===== src/rtl/lzwe_fifo.sv =====
module lzwe_fifo #(
   parameter int WIDTH = 8,
   parameter int DEPTH = 4
) (
   input  logic             clock,
   input  logic             reset,
   input  logic             push,
   input  logic [WIDTH-1:0] push_data,
   output logic             full,
   input  logic             pop,
   output logic [WIDTH-1:0] pop_data,
   output logic             empty
);

   localparam int AW = $clog2(DEPTH);

   logic [WIDTH-1:0] slot_ff [DEPTH];
   logic [AW-1:0]    wr_ptr_ff, wr_ptr_in;
   logic [AW-1:0]    rd_ptr_ff, rd_ptr_in;
   logic [AW:0]      count_ff, count_in;
   logic             do_push, do_pop;

   assign full     = (count_ff == (AW+1)'(DEPTH));
   assign empty    = (count_ff == '0);
   assign do_push  = push && !full;
   assign do_pop   = pop && !empty;
   assign pop_data = slot_ff[rd_ptr_ff];

   // pointer and fill count update
   always_comb begin
      wr_ptr_in = do_push ? wr_ptr_ff + AW'(1) : wr_ptr_ff;
      rd_ptr_in = do_pop  ? rd_ptr_ff + AW'(1) : rd_ptr_ff;
      count_in  = count_ff;
      if (do_push && !do_pop) begin
         count_in = count_ff + (AW+1)'(1);
      end else if (do_pop && !do_push) begin
         count_in = count_ff - (AW+1)'(1);
      end
   end

   always_ff @(posedge clock) begin
      if (reset) begin
         wr_ptr_ff <= '0;
         rd_ptr_ff <= '0;
         count_ff  <= '0;
      end else begin
         wr_ptr_ff <= wr_ptr_in;
         rd_ptr_ff <= rd_ptr_in;
         count_ff  <= count_in;
      end
   end

   // storage
   always_ff @(posedge clock) begin
      if (do_push) begin
         slot_ff[wr_ptr_ff] <= push_data;
      end
   end

endmodule


===== config.mk =====
export PLATFORM = sky130hd
export DESIGN_NAME = lzwe_fifo
export DESIGN_NICKNAME = d
export VERILOG_FILES = /design/src/rtl/lzwe_fifo.sv
export SDC_FILE = /design/constraint.sdc
export NUM_CORES = 1
export LEC_CHECK = 0
export CAP_MARGIN = 20
export CORE_MARGIN = 5
export CORE_UTILIZATION = 40
export DETAILED_ROUTE_END_ITERATION = 16
export DONT_BUFFER_PORTS = 1
export GPL_TIMING_DRIVEN = 0
export PLACE_DENSITY_LB_ADDON = 0.2
export SYNTH_ARGS = -nofsm -noshare
export SYNTH_HDL_FRONTEND = slang
export SYNTH_SLANG_ARGS = --single-unit

===== constraint.sdc =====
create_clock -name clock -period 3.6 [get_ports clock]
set_input_delay 0.72 -clock clock [delete_from_list [all_inputs] [get_ports clock]]
set_output_delay 0.72 -clock clock [all_outputs]
set_load 0.03 [all_outputs]

==> metrics.csv <==
stage,metric,value,unit
flow_run,maxCapViolations,0,
timing,fmax,432,MHz
route,drtIter0Drc,20,
yosys,synth.most_common_cell,edfxtp_1,
yosys,synth_area,1620,um2
yosys,avgSynthCellArea,18.0,um2
worst_setup_path,slowest_stage,nor3b_2,
route,wl_per_cell,16.7,um
clocking,postCtsHoldBufs,0,
route,wl_met3,198,um
floorplan,die_x,73.6,um
yosys,syn_nets,108,
place,dpl.hpwl,1.71,mm
yosys,synth-seq-cells,41,
place,placed_cell_area,1680,um2
finish,drive_gt1_share,20.4,%
timing,slew_viol_final,0,
yosys,synth_edf_count,32,
finish,regArea,1140,um2
finish,diodes,0,
clocking,clk_latency,290,ps
clocking,cts_buffers,5,
clocking,postCtsSetupBuffers,0,
clocking,clockRootBuffer,clkbuf_8,
clocking,cts_max_level,2,
worst_setup_path,crit_required,3820,ps
worst_setup_path,critPathKind,reg -> reg,
pwr,ir_drop,304,uV
route,routed_via_density,4.93,
timing,min_period,2310,ps
route,antenna_left,0,
worst_setup_path,crit_arrival,2530,ps
clocking,cts_resized,0,
worst_setup_path,crit_fanout,6,
finish,nFillCells,354,
floorplan,num_rows,23,
finish,finish.utilization,45.7,%
route,drtPass1Iterations,2,
clocking,clk_pin_slew,70,ps
global_routing,grt.overflow.total,0,
place,io_buffers,0,
yosys,syn_inst,90,
route,wl_met2,1.20,mm
route,met1_length,1.01,mm
yosys,yosysWarnings,0,
worst_setup_path,crit_chain,"nor3b_2, nor2_2, ha_1, inv_1, fa_1, xor2_1, or3_1, a21oi_1",
yosys,synth_flop_cell,edfxtp_1,
finish,fin_area,1820,um2
timing,fin_setup_tns,0,ps
worst_hold_path,hp-class,reg -> reg,
route,post-route-drc-count,0,
pwr,p_leak,0.619,nW
timing,setup_viol,0,
route,highest_layer,met4,
clocking,cts.sinks,41,
yosys,synth.distinct_cells,21,
worst_setup_path,slowest_delay,640,ps
yosys,yosysTopAreaCell,edfxtp_1,
status,status,completed,
yosys,yosysSeqAreaShare,70.4,%
global_routing,antenna_found_initial,0,
pwr,power_density,774,nW/um2
yosys,synthTopCellsByCount,"edfxtp_1 (32), dfxtp_1 (9), mux4_2 (8), ha_1 (5), nor2_1 (5)",
clocking,cts_tree,built,
global_routing,grt_pass1_vias,729,
yosys,synthTopCellsByArea,"edfxtp_1 (59%), dfxtp_1 (11%), mux4_2 (11%)",
floorplan,ios,22,
timing,maxSlewHeadroom,39.7,%
place,gp_congestion,0.628,
yosys,synth_top_area_share,59.3,%
finish,nets,115,
clocking,ctsLongestPathBuffers,2,
floorplan,die_h,73.6,um
floorplan,start_util,40.8,%
global_routing,track_usage,10.1,%
route,via_count,729,
finish,multi_input_area,452,um2
global_routing,grt_max_degree,14,
timing,rsz0062_at_grt,false,
route,finalWirelength,2.47,mm
floorplan,core,3970,um2
timing,hold_viol_final,0,
timing,fin_crit_sh,64.3,%
worst_setup_path,crit_path_end_kind,register,
floorplan,die-area,5420,um2
timing,tightest_slew,898,ps
timing,worst_clock_skew,4.54,ps
worst_setup_path,cp-start-kind,register,
global_routing,grt_pass1_wl,3.73,mm
yosys,async_reset_ff_share,0,%
finish,area_growth,12.1,%
-- per-stage QoR --
stage | hold WS, ps | power (mW) | std cells | setup WS, ps
after detailed placement | 510 | 0.999 | 140 | 1290
after floorplan | 482 | 0.941 | 90 | 1410
final | 514 | 1.41 | 148 | 1290
after CTS | 514 | 1.43 | 148 | 1260
after global routing | 500 | 1.47 | 148 | 1150
after global placement | 500 | 0.993 | 140 | 1320
-- flip-flops by register name (all words and copies together), names as in the netlist, named ones only --
signal,flops
count_ff,3
rd_ptr_ff,2
slot_ff,32
wr_ptr_ff,2
-- per-layer routing --
metal	GRT usage, %	up-vias
met5	0	-
met4	5.43	0
met3	5.88	6
met2	15.8	21
met1	10.6	350
li1	-	352
-- layout by cell type (no fill, tap or decap) --
cell	instances
a21oi_1	2
and2_1	4
buf_2	1
bufinv_16	2
clkbuf_1	2
clkbuf_8	5
clkinv_2	1
dfxtp_1	9
edfxtp_1	32
fa_1	1
ha_1	5
inv_1	4
mux2i_1	2
mux4_2	8
nand2b_1	2
nor2_1	5
nor2_2	1
nor3_1	1
nor3b_2	1
o21ai_0	2
o311ai_1	1
o31ai_2	1
or3_1	2
xor2_1	4
-- cell type report --
class	instances	share of cell area, %
clock buffer	5	3.79
inverter	4	0.826
sequential	41	62.8
multi-input combinational	42	24.9
clock inverter	3	3.58
tap	50	3.44
buffer	3	0.689
-- worst max-delay path: cells and delay by family, from the launching register on --
kind	cells	cell delay [ps]
and+or+nand+nor	3	1110
AOI/OAI and AO/OA	1	140
buffers and inverters	1	70
adders and majority gates	2	440
DFF	1	420
xor gates and xnor gates	1	70
-- path summary, 6_finish.rpt --
path                startpoint      endpoint  slack [ps]  depth (start not counted)
hold / removal    wr_ptr_ff[1]  wr_ptr_ff[1]         510                          2
setup reg to reg   count_ff[2]   count_ff[2]        1290                          8
hold reg to reg   wr_ptr_ff[1]  wr_ptr_ff[1]         510                          2
setup / recovery   count_ff[2]   count_ff[2]        1290                          8
-- logic make-up after synthesis --
family / after synthesis / synth area share [%]
AO/OA/AOI/OAI: 6 / 2.55
XOR/XNOR: 4 / 2.16
adder cells (fa/ha/maj): 6 / 5.10
buffers and inverters: 7 / 1.70
flip-flops: 41 / 70.4
multiplexers: 10 / 12.4
AND/OR/NAND/NOR: 16 / 5.71
-- report_power, final --
part           internal [mW]  switching [mW]  total [mW]
combinational          0.132           0.232       0.364
sequential             0.577          0.0397       0.617
clock                  0.275           0.150       0.425
Power figures use the tool's default switching activity.
